File: src/rtl/gnss_arc_segment_tracker_macros.svh
// Assertion helpers for the tracker RTL.
`ifndef GNSS_ARC_SEGMENT_TRACKER_MACROS_SVH
`define GNSS_ARC_SEGMENT_TRACKER_MACROS_SVH

// Check a property at every clock edge outside reset.
`define GAST_CHECK(label, clk, rst_n, prop, msg) \
    label: assert property (@(posedge clk) disable iff (!rst_n) (prop)) \
        else $error(msg);

// Check that a condition in one cycle implies another in the next.
`define GAST_CHECK_NEXT(label, clk, rst_n, ante, cons, msg) \
    label: assert property (@(posedge clk) disable iff (!rst_n) (ante) |=> (cons)) \
        else $error(msg);

`endif

File: src/rtl/gast_pkg.sv
package gast_pkg;

    localparam int NUM_SLOTS   = 64;
    localparam int LENGTH_BITS = 20;

    localparam int SLOT_W    = (NUM_SLOTS > 1) ? $clog2(NUM_SLOTS) : 1;
    localparam int CNT_W     = $clog2(NUM_SLOTS + 1);
    localparam int LEN_W     = LENGTH_BITS;
    localparam int KEY_W     = 8;
    localparam int MAP_DEPTH = 1 << KEY_W;
    localparam int TIME_W    = 30;
    localparam int CFG_W     = 11;
    localparam int GAP_W     = 27;
    localparam int OUT_SLOT_W = 6;
    localparam int OUT_LEN_W  = 20;
    localparam int EXT_W      = (LEN_W > OUT_LEN_W) ? LEN_W : OUT_LEN_W;

    localparam int unsigned GALILEO_OFFSET = 150;
    localparam int unsigned MS_PER_MIN     = 60000;
    localparam logic [CFG_W-1:0]     GAP_MIN_RESET = CFG_W'(1);
    localparam logic [OUT_LEN_W-1:0] OUT_LEN_MAX   = '1;

    typedef enum logic {
        OP_OBS   = 1'b0,
        OP_FLUSH = 1'b1
    } t_op;

    typedef enum logic [2:0] {
        ST_SKIP   = 3'd0,
        ST_NEW    = 3'd1,
        ST_APPEND = 3'd2,
        ST_SLIP   = 3'd3,
        ST_GAP    = 3'd4,
        ST_FULL   = 3'd5,
        ST_FLUSH  = 3'd6,
        ST_EMPTY  = 3'd7
    } t_status;

    typedef struct packed {
        t_op               operation;
        logic              constellation;
        logic [5:0]        prn;
        logic [TIME_W-1:0] time_ms;
        logic              phase_valid;
        logic              slip;
    } t_in;

    typedef struct packed {
        t_status              status;
        logic [KEY_W-1:0]     satellite_key;
        logic [OUT_SLOT_W-1:0] slot;
        logic [OUT_LEN_W-1:0] closed_length;
        logic                 arc_kept;
        logic                 last;
    } t_out;

    // One slot's arc record, as it travels around the ring of cells.
    typedef struct packed {
        logic [KEY_W-1:0]  key;
        logic [TIME_W-1:0] last_time;
        logic [LEN_W-1:0]  length;
    } t_rec;

    // Clamp an arc length to the width of the result field.
    function automatic logic [OUT_LEN_W-1:0] f_out_len(input logic [LEN_W-1:0] len);
        logic [EXT_W-1:0] ext;
        ext = EXT_W'(len);
        if (ext > EXT_W'(OUT_LEN_MAX)) begin
            f_out_len = OUT_LEN_MAX;
        end else begin
            f_out_len = OUT_LEN_W'(ext);
        end
    endfunction

endpackage

File: src/rtl/gnss_arc_segment_tracker.sv
// Sequencing: a skipped or table-full observation is answered from the lookup state and an
// empty flush from the flush state, into the output register; any other observation waits in
// the seek state until the ring of slot cells rotates the satellite's record to its head.
// Throughput: one item at a time; a flush of n arcs emits one beat per cycle while the output
// is ready, once slot 0 reaches the head; a stalled beat waits until its slot comes round again.
// Reset (i_rst_n low, synchronous): table empty, gap limit 1 minute, no result pending.
module gnss_arc_segment_tracker (
    input  logic                          i_clk,
    input  logic                          i_rst_n,
    input  logic                          i_in_valid,
    output logic                          o_in_ready,
    input  gast_pkg::t_in                 i_in_item,
    output logic                          o_out_valid,
    input  logic                          i_out_ready,
    output gast_pkg::t_out                o_out_item,
    input  logic                          i_cfg_valid,
    output logic                          o_cfg_ready,
    input  logic [gast_pkg::CFG_W-1:0]    i_cfg_data
);

    // Slot records circulate through NUM_SLOTS cells, one position per cycle.
    // Slot k sits at the ring head whenever the control's position counter reads k,
    // so each record is read and rewritten there in a single pass.
    gast_pkg::t_rec w_ring [gast_pkg::NUM_SLOTS];
    gast_pkg::t_rec w_feed;

    generate
        for (genvar k = 0; k < gast_pkg::NUM_SLOTS; k++) begin : g_ring
            if (k == 0) begin : g_first
                gast_cell u_cell (
                    .i_clk (i_clk),
                    .i_rec (w_feed),
                    .o_rec (w_ring[k])
                );
            end else begin : g_next
                gast_cell u_cell (
                    .i_clk (i_clk),
                    .i_rec (w_ring[k-1]),
                    .o_rec (w_ring[k])
                );
            end
        end
    endgenerate

    // Control: key lookup, per-item sequencing, arc update at the ring head,
    // output register and the gap limit register.
    gast_ctrl u_ctrl (
        .i_clk       (i_clk),
        .i_rst_n     (i_rst_n),
        .i_in_valid  (i_in_valid),
        .o_in_ready  (o_in_ready),
        .i_in_item   (i_in_item),
        .o_out_valid (o_out_valid),
        .i_out_ready (i_out_ready),
        .o_out_item  (o_out_item),
        .i_cfg_valid (i_cfg_valid),
        .o_cfg_ready (o_cfg_ready),
        .i_cfg_data  (i_cfg_data),
        .i_head      (w_ring[gast_pkg::NUM_SLOTS-1]),
        .o_feed      (w_feed)
    );

endmodule

File: src/rtl/gast_cell.sv
// One ring position: register a slot record and hand it to the next cell.
module gast_cell (
    input  logic            i_clk,
    input  gast_pkg::t_rec  i_rec,
    output gast_pkg::t_rec  o_rec
);

    gast_pkg::t_rec r_rec;

    always_ff @(posedge i_clk) begin
        r_rec <= i_rec;
    end

    assign o_rec = r_rec;

endmodule

File: src/rtl/gast_ctrl.sv
`include "gnss_arc_segment_tracker_macros.svh"

module gast_ctrl (
    input  logic                          i_clk,
    input  logic                          i_rst_n,
    input  logic                          i_in_valid,
    output logic                          o_in_ready,
    input  gast_pkg::t_in                 i_in_item,
    output logic                          o_out_valid,
    input  logic                          i_out_ready,
    output gast_pkg::t_out                o_out_item,
    input  logic                          i_cfg_valid,
    output logic                          o_cfg_ready,
    input  logic [gast_pkg::CFG_W-1:0]    i_cfg_data,
    input  gast_pkg::t_rec                i_head,
    output gast_pkg::t_rec                o_feed
);

    typedef enum logic [1:0] {
        S_IDLE,
        S_LOOKUP,
        S_SEEK,
        S_FLUSH
    } t_state;

    t_state                          r_state, n_state;
    gast_pkg::t_in                   r_item, n_item;
    logic [gast_pkg::KEY_W-1:0]      r_key, n_key;
    logic [gast_pkg::CNT_W-1:0]      r_used, n_used;
    logic [gast_pkg::SLOT_W-1:0]     r_target, n_target;
    logic                            r_is_new, n_is_new;
    logic [gast_pkg::SLOT_W-1:0]     r_pos, n_pos;
    logic [gast_pkg::GAP_W-1:0]      r_gap_ms, n_gap_ms;
    logic                            r_out_valid, n_out_valid;
    gast_pkg::t_out                  r_out, n_out;

    // Key to slot map: slot numbers in a memory, valid bits in flops.
    logic [gast_pkg::SLOT_W-1:0]     mem_slot [gast_pkg::MAP_DEPTH];
    logic [gast_pkg::MAP_DEPTH-1:0]  r_map_valid;
    logic [gast_pkg::SLOT_W-1:0]     r_map_slot;
    logic                            r_map_hit;

    logic [gast_pkg::KEY_W-1:0]      w_in_key;
    logic [gast_pkg::KEY_W-1:0]      w_rd_key;
    logic                            w_out_free;
    logic                            w_map_we;
    logic                            w_clear;
    logic                            w_emit;
    gast_pkg::t_out                  w_out;
    logic                            w_at_target;
    logic                            w_full;
    logic                            w_last;
    logic [gast_pkg::TIME_W:0]       w_diff;
    logic                            w_gap;
    logic                            w_kept;
    logic [gast_pkg::LEN_W-1:0]      w_len_inc;

    assign o_in_ready  = (r_state == S_IDLE);
    assign o_cfg_ready = 1'b1;
    assign o_out_valid = r_out_valid;
    assign o_out_item  = r_out;

    assign w_in_key = gast_pkg::KEY_W'(i_in_item.prn)
                    + (i_in_item.constellation ? gast_pkg::KEY_W'(gast_pkg::GALILEO_OFFSET)
                                               : gast_pkg::KEY_W'(0));
    assign w_rd_key   = (r_state == S_IDLE) ? w_in_key : r_key;
    assign w_out_free = !r_out_valid || i_out_ready;

    assign w_at_target = (r_pos == r_target);
    assign w_full      = (r_used >= gast_pkg::CNT_W'(gast_pkg::NUM_SLOTS));
    assign w_last      = ((gast_pkg::CNT_W'(r_target) + 1'b1) == r_used);

    // Arc checks on the record now leaving the ring.
    assign w_diff = {1'b0, r_item.time_ms} - {1'b0, i_head.last_time};
    assign w_gap  = !w_diff[gast_pkg::TIME_W]
                  && (w_diff[gast_pkg::TIME_W-1:0] > gast_pkg::TIME_W'(r_gap_ms));
    assign w_kept = (i_head.length > gast_pkg::LEN_W'(1));
    assign w_len_inc = (i_head.length == '1) ? i_head.length
                                             : i_head.length + 1'b1;

    assign n_pos = (r_pos == gast_pkg::SLOT_W'(gast_pkg::NUM_SLOTS - 1))
                 ? '0 : r_pos + 1'b1;

    assign n_gap_ms = i_cfg_valid
                    ? gast_pkg::GAP_W'(i_cfg_data) * gast_pkg::GAP_W'(gast_pkg::MS_PER_MIN)
                    : r_gap_ms;

    always_comb begin
        n_state  = r_state;
        n_item   = r_item;
        n_key    = r_key;
        n_used   = r_used;
        n_target = r_target;
        n_is_new = r_is_new;
        w_map_we = 1'b0;
        w_clear  = 1'b0;
        w_emit   = 1'b0;
        w_out    = '0;
        o_feed   = i_head;

        case (r_state)
            S_IDLE: begin
                if (i_in_valid) begin
                    n_item = i_in_item;
                    n_key  = w_in_key;
                    if (i_in_item.operation == gast_pkg::OP_FLUSH) begin
                        n_target = '0;
                        n_state  = S_FLUSH;
                    end else begin
                        n_state = S_LOOKUP;
                    end
                end
            end
            S_LOOKUP: begin
                if (!r_item.phase_valid) begin
                    if (w_out_free) begin
                        w_emit              = 1'b1;
                        w_out.status        = gast_pkg::ST_SKIP;
                        w_out.satellite_key = r_key;
                        w_out.slot          = r_map_hit ? gast_pkg::OUT_SLOT_W'(r_map_slot)
                                                        : '0;
                        w_out.last          = 1'b1;
                        n_state             = S_IDLE;
                    end
                end else if (!r_map_hit) begin
                    if (w_full) begin
                        if (w_out_free) begin
                            w_emit              = 1'b1;
                            w_out.status        = gast_pkg::ST_FULL;
                            w_out.satellite_key = r_key;
                            w_out.last          = 1'b1;
                            n_state             = S_IDLE;
                        end
                    end else begin
                        n_target = gast_pkg::SLOT_W'(r_used);
                        n_is_new = 1'b1;
                        n_state  = S_SEEK;
                    end
                end else begin
                    n_target = r_map_slot;
                    n_is_new = 1'b0;
                    n_state  = S_SEEK;
                end
            end
            S_SEEK: begin
                if (w_at_target && w_out_free) begin
                    w_emit              = 1'b1;
                    w_out.satellite_key = r_key;
                    w_out.slot          = gast_pkg::OUT_SLOT_W'(r_target);
                    w_out.last          = 1'b1;
                    o_feed.key          = r_key;
                    o_feed.last_time    = r_item.time_ms;
                    o_feed.length       = gast_pkg::LEN_W'(1);
                    n_state             = S_IDLE;
                    if (r_is_new) begin
                        w_out.status = gast_pkg::ST_NEW;
                        w_map_we     = 1'b1;
                        n_used       = r_used + 1'b1;
                    end else if (r_item.slip || w_gap) begin
                        w_out.status        = r_item.slip ? gast_pkg::ST_SLIP
                                                          : gast_pkg::ST_GAP;
                        w_out.closed_length = gast_pkg::f_out_len(i_head.length);
                        w_out.arc_kept      = w_kept;
                    end else begin
                        w_out.status  = gast_pkg::ST_APPEND;
                        o_feed.length = w_len_inc;
                    end
                end
            end
            S_FLUSH: begin
                if (r_used == '0) begin
                    if (w_out_free) begin
                        w_emit       = 1'b1;
                        w_out.status = gast_pkg::ST_EMPTY;
                        w_out.last   = 1'b1;
                        n_state      = S_IDLE;
                    end
                end else if (w_at_target && w_out_free) begin
                    w_emit              = 1'b1;
                    w_out.status        = gast_pkg::ST_FLUSH;
                    w_out.satellite_key = i_head.key;
                    w_out.slot          = gast_pkg::OUT_SLOT_W'(r_target);
                    w_out.closed_length = gast_pkg::f_out_len(i_head.length);
                    w_out.arc_kept      = w_kept;
                    w_out.last          = w_last;
                    if (w_last) begin
                        w_clear = 1'b1;
                        n_used  = '0;
                        n_state = S_IDLE;
                    end else begin
                        n_target = r_target + 1'b1;
                    end
                end
            end
            default: begin
                n_state = S_IDLE;
            end
        endcase
    end

    always_comb begin
        n_out_valid = r_out_valid;
        n_out       = r_out;
        if (w_out_free) begin
            n_out_valid = w_emit;
            if (w_emit) begin
                n_out = w_out;
            end
        end
    end

    always_ff @(posedge i_clk) begin
        if (!i_rst_n) begin
            r_state     <= S_IDLE;
            r_used      <= '0;
            r_pos       <= '0;
            r_gap_ms    <= gast_pkg::GAP_W'(gast_pkg::GAP_MIN_RESET)
                         * gast_pkg::GAP_W'(gast_pkg::MS_PER_MIN);
            r_out_valid <= 1'b0;
        end else begin
            r_state     <= n_state;
            r_used      <= n_used;
            r_pos       <= n_pos;
            r_gap_ms    <= n_gap_ms;
            r_out_valid <= n_out_valid;
        end
        r_item   <= n_item;
        r_key    <= n_key;
        r_target <= n_target;
        r_is_new <= n_is_new;
        r_out    <= n_out;
    end

    always_ff @(posedge i_clk) begin
        if (w_map_we) begin
            mem_slot[r_key] <= r_target;
        end
        r_map_slot <= mem_slot[w_rd_key];
    end

    always_ff @(posedge i_clk) begin
        r_map_hit <= r_map_valid[w_rd_key];
        if (!i_rst_n) begin
            r_map_valid <= '0;
        end else if (w_clear) begin
            r_map_valid <= '0;
        end else if (w_map_we) begin
            r_map_valid[r_key] <= 1'b1;
        end
    end

    `GAST_CHECK(a_used_bound, i_clk, i_rst_n, r_used <= gast_pkg::CNT_W'(gast_pkg::NUM_SLOTS), "slot count above capacity")
    `GAST_CHECK_NEXT(a_pos_step, i_clk, i_rst_n, 1'b1, r_pos == (($past(r_pos) == gast_pkg::SLOT_W'(gast_pkg::NUM_SLOTS - 1)) ? '0 : $past(r_pos) + 1'b1), "ring position lost step")
    `GAST_CHECK_NEXT(a_new_grows, i_clk, i_rst_n, w_emit && (w_out.status == gast_pkg::ST_NEW), r_used == $past(r_used) + 1'b1, "new satellite did not take a slot")
    `GAST_CHECK_NEXT(a_flush_empties, i_clk, i_rst_n, w_clear, (r_used == '0) && (r_state == S_IDLE) && (r_map_valid == '0), "flush left table in use")

endmodule

File: config.mk
export PLATFORM = sky130hd
export DESIGN_NAME = gnss_arc_segment_tracker
export DESIGN_NICKNAME = d
export VERILOG_FILES = /design/src/rtl/gast_pkg.sv /design/src/rtl/gnss_arc_segment_tracker.sv /design/src/rtl/gast_cell.sv /design/src/rtl/gast_ctrl.sv
export VERILOG_INCLUDE_DIRS = /design/src /design/src/rtl
export SDC_FILE = /design/constraint.sdc
export NUM_CORES = 2
export LEC_CHECK = 0
export BUFFER_PORTS_ARGS = -buffer_cell sky130_fd_sc_hd__buf_4
export CORE_MARGIN = 8
export CORE_UTILIZATION = 35
export CTS_CLUSTER_DIAMETER = 60
export DETAILED_ROUTE_END_ITERATION = 10
export GPL_TIMING_DRIVEN = 1
export HOLD_SLACK_MARGIN = 0.15
export SLEW_MARGIN = 20
export SYNTH_ARGS = -nofsm -noshare
export SYNTH_HDL_FRONTEND = slang
export SYNTH_HIERARCHICAL = 1
export SYNTH_SLANG_ARGS = --single-unit
File: constraint.sdc
create_clock -name i_clk -period 9.8 [get_ports i_clk]
set_input_delay 1.96 -clock i_clk [delete_from_list [all_inputs] [get_ports i_clk]]
set_output_delay 1.96 -clock i_clk [all_outputs]
set_load 0.1 [all_outputs]
### Word-level counts from Yosys, hierarchy flattened

Memories as Yosys holds them, arrays and structs flattened. A register that Yosys moved wholly into a read port is not among the register bits.
Cells that the tools add are included.

| storage, ports and cells | value |
|---|---|
| RAM bits | 1536 |
| memories | 1 |
| output and inout bits | 42 |
| bits of input ports | 56 |
| word-level logic and storage cells | 344 |
| bits in registers | 4093 |

| operators by class | value |
|---|---|
| $lt $le $gt $ge | 7 |
| bitwise operators | 2 |
| reduce and logical (&&, ||, !) cells | 19 |
| multiplexer cells | 76 |
| eq/ne operators | 20 |
| add/sub/neg operators | 7 |
| $mul | 1 |

Memories:

| name | depth | width | rd ports | clocked after memory_dff | wr ports | RTL line | text |
|---|---|---|---|---|---|---|---|
| u_ctrl.mem_slot | 256 | 6 | 1 | 1 | 1 | gast_ctrl.sv:38 | `logic [gast_pkg::SLOT_W-1:0] mem_slot [gast_pkg::MAP_DEPTH];` |

Operator list:

| kind | number |
|---|---|
| 256-bit bitwise OR | 1 |
| 58-bit two-way mux | 2 |
| 20-bit two-way mux | 4 |
| 39-bit two-way mux | 2 |
| 6-bit two-way mux | 10 |
| 17-bit one-hot mux with 3 select lines | 1 |
| 21-bit two-way mux | 2 |
| 21-bit one-hot mux with 2 select lines | 1 |
| 35-bit two-way mux | 1 |
| 7-bit two-way mux | 5 |
| 11-bit two-way mux | 3 |
| 30-bit by 30-bit subtractor with 31-bit output | 1 |
| 30-bit by 27-bit > comparator with 1-bit output | 1 |
| 11-bit by 11-bit multiplier with 22-bit output (second input constant) | 1 |
| 1-bit two-way mux | 22 |
| 20-bit by 1-bit adder with 20-bit output (second input constant) | 1 |
| 20-bit equality test (second input constant) | 1 |
| 20-bit by 1-bit > comparator with 1-bit output (second input constant) | 1 |
| 20-bit > comparator (second input constant) | 1 |
| 2-bit two-way mux | 10 |
| 8-bit by 9-bit less-than comparator with 1-bit output (second input constant) | 2 |
| 6-bit one-hot mux with 3 select lines | 1 |
| 8-bit two-way mux | 2 |
| 2-bit by 1-bit inequality test with 1-bit output (second input constant) | 7 |
| other kinds (34) | 49 |

### Logic depth before layout (Yosys ltp)

| depth | value |
|---|---|
| depth in word-level cells | 8 |
| mapped depth | 25 |
| depth with buffers taken out | 24 |

### Hierarchy

Netlist, hierarchy kept.

Modules (own cells, without submodules):

| module | times used | cells an instance | area each (sq um) | seq. area each (sq um) |
|---|---|---|---|---|
| gast_ctrl | 1 | 5307 | 80474.7 | 54732.5 |
| gast_cell | 64 | 58 | 1161.1 | 1161.1 |

### Worst setup path after synthesis

Ideal clock, no wire load.

| timing path | value |
|---|---|
| kind | reg2reg |
| start | register u_ctrl/r_target[3] in the netlist's numbering |
| end | register u_ctrl.r_out, in the netlist u_ctrl/o_out_item[0], enable pin |
| data arrival time | 7327 ps |
| clock period less this slack | 7818 ps |
| buffers on the path | 0 |
| required time | 9308 ps |
| cell stages (with the launch flop) | 7 |
| path slack | 1982 ps |
| setup time | 492 ps |
| cells stage by stage | edfxtp_1 xor2_1 nor4_1 nand2_1 a21oi_1 nor2_1 o21ai_0 |

| between the ends | value |
|---|---|
| cells in the longest elaborated chain, start to end | 6 |

RTL lines:

| what | RTL line | text |
|---|---|---|
| start, declared | gast_ctrl.sv:30 | `logic [gast_pkg::SLOT_W-1:0] r_target, n_target;` |
| start signal, assigned | gast_ctrl.sv:229 | `r_target <= n_target;` |
| 6-bit equality test * | gast_ctrl.sv:69 | `assign w_at_target = (r_pos == r_target);` |
| 1-bit logical AND * | gast_ctrl.sv:146, gast_ctrl.sv:178 |  |
| 1-bit two-way mux * | gast_ctrl.sv:146, gast_ctrl.sv:178 |  |
| 1-bit two-way mux | gast_ctrl.sv:171 | `if (r_used == '0) begin` |
| 1-bit one-hot mux with 3 select lines * | gast_ctrl.sv:101 | `case (r_state)` |
| 2-bit AND reduction (no line) * | n/a |  |
| end signal, assigned | gast_ctrl.sv:231 | `r_out <= n_out;` |
| end, declared | gast_ctrl.sv:35 | `gast_pkg::t_out r_out, n_out;` |

Every way passes the cells marked *; elsewhere a longest branch is shown, timed or not.
A chain may end at the register's enable or synchronous reset.

==> results by stage <==
Outcome:
- The run finished with clean final reports.

STA:
- The worst pin sits at a relative slew slack of 0.207.
- Setup repair after global routing left no endpoint under its margin.
- The setup total negative slack is 0 ps.
- The worst path setup slack after routing is 2890 ps.
- Setup violations remaining at the end of the flow were counted as 0.
- The count of final max-slew check failures is 0.
- In the finished design, the share of the clock period the worst path needs comes to 0.705.
- The slew at the pin closest to its max-slew limit is 1190 ps.
- The maximum clock frequency is 145 MHz.
- The routed design could run at a clock period as short as 6910 ps.
- The number of failing hold endpoints at the final stage is 0.
- Final hold analysis gives a worst-case slack of 220 ps.
- Across the routed clock network, the largest skew measured is 108 ps.

Floorplan:
- The total number of placement rows is 244.
- The initial core utilization is 0.351.
- In this run the vertical extent of the chip is 681 um.
- The horizontal extent of the die is 681 um.
- The number of ports placed on the die boundary is 98.
- In this run the standard cell core region covers 441000 um2.
- The die covers 464000 um2.

GRT:
- Entering global routing, the biggest net connects 198 pins.
- Global routing finished with a remaining overflow of 0.
- The most used routing layer is met2.
- In the global route stage, met2 resource usage came out at 0.197.
- In the global route stage, met3 resource usage came out at 0.0207.
- The number of global-route vias before repair is 72700.
- The first global-routing pass estimated 439 mm of wire.
- The routing usage on met1 is 0.161.
- For this run, the total global-route usage over all layers was measured as 0.120.
- The initial antenna violation count came to 17.

Run:
- Across the run, the number of max-cap violations was 0.

CTS:
- For this design, the sink count on the clock tree is 5635.
- TritonCTS built the clock tree.
- The clock network latency to the later pin of the worst-skew pair is 970 ps.
- The H-tree level count is 5.
- The clock passes through at most 4 buffers.
- The post-CTS setup buffer count is 0.
- The number of hold-repair buffers added at the cts stage is 0.
- The total CTS buffers is 483.
- After clock tree synthesis, the repair step resized 0 gates.
- The cell at the root of the clock tree is sky130_fd_sc_hd__clkbuf_16.
- The clock input transition at the sequential cells of the worst setup and hold paths is 70 ps.

Drt:
- The DRC violation count after routing is 0.
- The total wire length after detailed routing is 285 mm.
- The number of routed nets with antenna violations is 0.
- The wire length per cell after detailed routing is 18.1 um.
- The detail-routed via count per cell is 4.46.
- For this block, the initial DRC count from the detailed router was 5455.
- The first-pass detailed-route iteration total is 6.
- The final route contains 69900 vias.

Critical path:
- Measured in cells, the most critical reg-to-reg path has a length of 24.
- The critical path start-end classification is flop to flop.
- The peak fanout along the critical path is 17.
- In this run the register-to-register setup slack is 2890 ps.
- The data arrival time of the worst path is 7720 ps.
- STA classifies the critical path endpoint as a flop.
- For the worst setup path, the data required time is 10610 ps.
- The launch instance of the worst register-to-register path is u_ctrl/r_item[2]$_DFFE_PP_.
- Walking the worst path, the cells encountered are inv_1, ha_1, inv_1, fa_1, a21oi_1, o21a_1, o31ai_2, a31oi_2, o21ai_1, and2_1, o21a_1, nor2_1, xnor2_1, ha_1, nand4_1, or4_1, nor4_1, o21ai_0, o211ai_1, and4bb_1, o22ai_4, o21ai_2, nand3_1, o41ai_1.
- The worst setup path is launched from a flop.
- The slowest stage of the critical path is the sky130_fd_sc_hd__o21ai_2 cell.
- For this run, the slowest stage of the critical path takes 660 ps.
- The capture instance of the worst register-to-register path is g_ring[0].g_first.u_cell/o_rec[17]$_DFF_P_.

Synthesis:
- For this run, the leading register cell type out of synthesis is sky130_fd_sc_hd__dfxtp_1.
- Synthesis instantiated 78 different standard cells from the library.
- Synthesis inferred 5635 register bits.
- The post-synthesis cell area is 155000 um2.
- The cell count after synthesis is 9019.
- The number of nets in the synthesized netlist is 9242.
- The number of enable-type register cells in the synthesized netlist is 1622.
- The sequential-to-total area share from yosys stat is 0.834.
- The post-synthesis async set-or-reset flop share is 0.
- The average instance in the mapped netlist occupies 17.2 um2.
- The count of synthesis-stage warnings from yosys is 6.

Pwr:
- The switching part of the total is 0.220.
- In this run the static leakage power is 65.0 nW.
- The proportion of power drawn by flip-flops and latches is 0.517.
- In this run the power density over the cells is 264 nW/um2.
- The combinational power share is 0.068.
- The share of total power dissipated in the clock network is 0.415.
- The total power consumption of the routed design is 47.2 mW.
- The internal power component is 36.9 mW.
- VDD sags by at most 208 uV.
- The analysis attributes to net switching a power of 10.4 mW.

Place:
- The setup slack at placement is 2990 ps.
- The routability-driven placement congestion ratio is 0.807.
- Once placement finished, the instance area stood at 162000 um2.
- The count of port buffers added during placement is 96.
- The sum of net half-perimeters after detailed placement is 163 mm.
- Once placement completed, the tool counted placed cells totaling 14800.

Layout:
- In the final layout, the share of cells above drive strength 1 is 0.150.
- The area growth from synthesis to layout is 15.7%.
- Leaving out filler cells and counting taps, the final layout contains 15700.
- The summed area of non-filler cells in the final layout is 179000 um2.
- At the end of the flow the core is filled with cells to 0.406.
- The number of nets in the final layout is 9591.

Worst hold path:
- For hold timing, the worst endpoint is g_ring[31].g_next.u_cell/o_rec[21]$_DFF_P_.
- The hold-critical path depth is 0.
- The start point of the worst min-delay path is g_ring[30].g_next.u_cell/o_rec[21]$_DFF_P_.
- The path category of the worst min-delay check is flop to flop.
-- registers in the layout, indices dropped and copies added, names as in the netlist, 7 cells and up --
| signal | cells |
|---|---|
| g_ring.g_first.u_cell/o_rec | 58 |
| g_ring.g_next.u_cell/o_rec | 3654 |
| u_ctrl/mem_slot | 1536 |
| u_ctrl/o_out_item | 39 |
| u_ctrl/r_gap_ms | 22 |
| u_ctrl/r_item | 32 |
| u_ctrl/r_key | 8 |
| u_ctrl/r_map_valid | 256 |
| u_ctrl/r_used | 7 |
-- routing by layer --
metal	vias to the layer above	wire [um]	part of all wire
met4	4	9730	0.034
met2	2038	133000	0.47
met1	35000	126000	0.44
met3	640	16400	0.058
li1	32200	-	-
met5	-	27	0.000095
-- Yosys cell counts, drive strengths merged, types with 19 or more instances --
cell type,n,area [um2]
dfxtp,4013,80300
edfxtp,1622,48700
nor2,813,3070
nand2,611,2290
mux4,448,10100
nand3,205,1030
clkbuf,158,593
a21oi,136,681
ha,129,1610
buf,124,756
inv,116,435
o21ai,79,403
and3,57,357
a31oi,48,313
xnor2,41,359
fa,38,761
nor2b,28,175
xor2,26,235
o21ba,25,250
a211oi,23,173
nor3,23,115
nor4,22,138
mux2i,21,235
a21o,19,143
nand4,19,119
-- how the worst max path moves through the flow --
stage	start	endpoint	slack [ps]	cells past startpoint
finish	u_ctrl/r_item[2]$_DFFE_PP_	g_ring[0].g_first.u_cell/o_rec[17]$_DFF_P_	2890	24
global route	u_ctrl/r_item[2]$_DFFE_PP_	g_ring[0].g_first.u_cell/o_rec[8]$_DFF_P_	2370	24
CTS	u_ctrl/r_item[2]$_DFFE_PP_	g_ring[0].g_first.u_cell/o_rec[17]$_DFF_P_	3030	24
detailed placement	i_cfg_data[0]	u_ctrl/r_gap_ms[26]$_SDFFE_PN0P_	2990	19
global placement	i_cfg_data[0]	u_ctrl/r_gap_ms[26]$_SDFFE_PN0P_	2730	19
floorplan	u_ctrl/r_target[3]$_DFFE_PP_	u_ctrl/o_out_item[0]$_DFFE_PP_	1980	6
-- layout make-up --
cell class,count,area (um2)
fill,39100,262000
tap,5904,7390
clock inverter,224,2720
inverter,116,435
timing repair buffer,146,1260
sequential,5635,129000
antenna,5,12.5
clock buffer,675,14200
multi-input combinational,2986,24100
-- critical path, delay by kind of cell, from the launching register on --
| kind | cells | cell delay, ps |
|---|---|---|
| AND/OR/NAND/NOR | 7 | 2290 |
| XOR/XNOR | 1 | 90 |
| flip-flops | 1 | 360 |
| buffers and inverters | 2 | 140 |
| AO/OA/AOI/OAI | 11 | 2990 |
| adder cells (fa/ha/maj) | 3 | 860 |
-- kinds of logic (layout without fill, tap and decap cells) --
group,count (synthesis),count (layout),synth area share
AOI/OAI and AO/OA,448,448,0.0191
adders and majority gates,167,167,0.0153
xor gates and xnor gates,67,67,0.00384
buffers and inverters,398,1161,0.0115
DFF,5635,5635,0.834
other,1,6,0.0000242
and+or+nand+nor,1828,1828,0.0494
muxes,475,475,0.0671
-- power by group through the flow --
stage | combinational, mW | clock, mW | sequential (mW)
CTS | 3.23 | 20.1 | 24.4
detailed placement | 3.21 | 0 | 24.9
global route | 3.46 | 21.1 | 24.4
global placement | 3.20 | 0 | 24.9
floorplan | 2.00 | 0 | 25.1
finish | 3.19 | 19.6 | 24.4
-- layout by cell type, fill, tap and decap left out, types with 12 or more instances in the layout --
cell type                    count
sky130_fd_sc_hd__a211oi_1       23
sky130_fd_sc_hd__a21o_1         18
sky130_fd_sc_hd__a21oi_1       135
sky130_fd_sc_hd__a22o_1         12
sky130_fd_sc_hd__a311oi_1       15
sky130_fd_sc_hd__a31oi_1        46
sky130_fd_sc_hd__and3_1         57
sky130_fd_sc_hd__buf_12         12
sky130_fd_sc_hd__buf_4         131
sky130_fd_sc_hd__bufinv_16      49
sky130_fd_sc_hd__clkbuf_1       78
sky130_fd_sc_hd__clkbuf_16     504
sky130_fd_sc_hd__clkbuf_8       93
sky130_fd_sc_hd__clkinv_1       21
sky130_fd_sc_hd__clkinv_2       97
sky130_fd_sc_hd__clkinvlp_4     18
sky130_fd_sc_hd__dfxtp_1      4013
sky130_fd_sc_hd__edfxtp_1     1622
sky130_fd_sc_hd__fa_1           38
sky130_fd_sc_hd__ha_1          129
sky130_fd_sc_hd__inv_1         117
sky130_fd_sc_hd__mux2i_1        16
sky130_fd_sc_hd__mux4_2        448
sky130_fd_sc_hd__nand2_1       602
sky130_fd_sc_hd__nand3_1       199
sky130_fd_sc_hd__nand4_1        19
sky130_fd_sc_hd__nor2_1        811
sky130_fd_sc_hd__nor2b_1        28
sky130_fd_sc_hd__nor3_1         22
sky130_fd_sc_hd__nor4_1         22
sky130_fd_sc_hd__o21a_1         16
sky130_fd_sc_hd__o21ai_0        74
sky130_fd_sc_hd__o21ba_2        25
sky130_fd_sc_hd__o22ai_1        12
sky130_fd_sc_hd__xnor2_1        41
sky130_fd_sc_hd__xor2_1         25
Note: power is estimated with default switching activity, not from simulation.
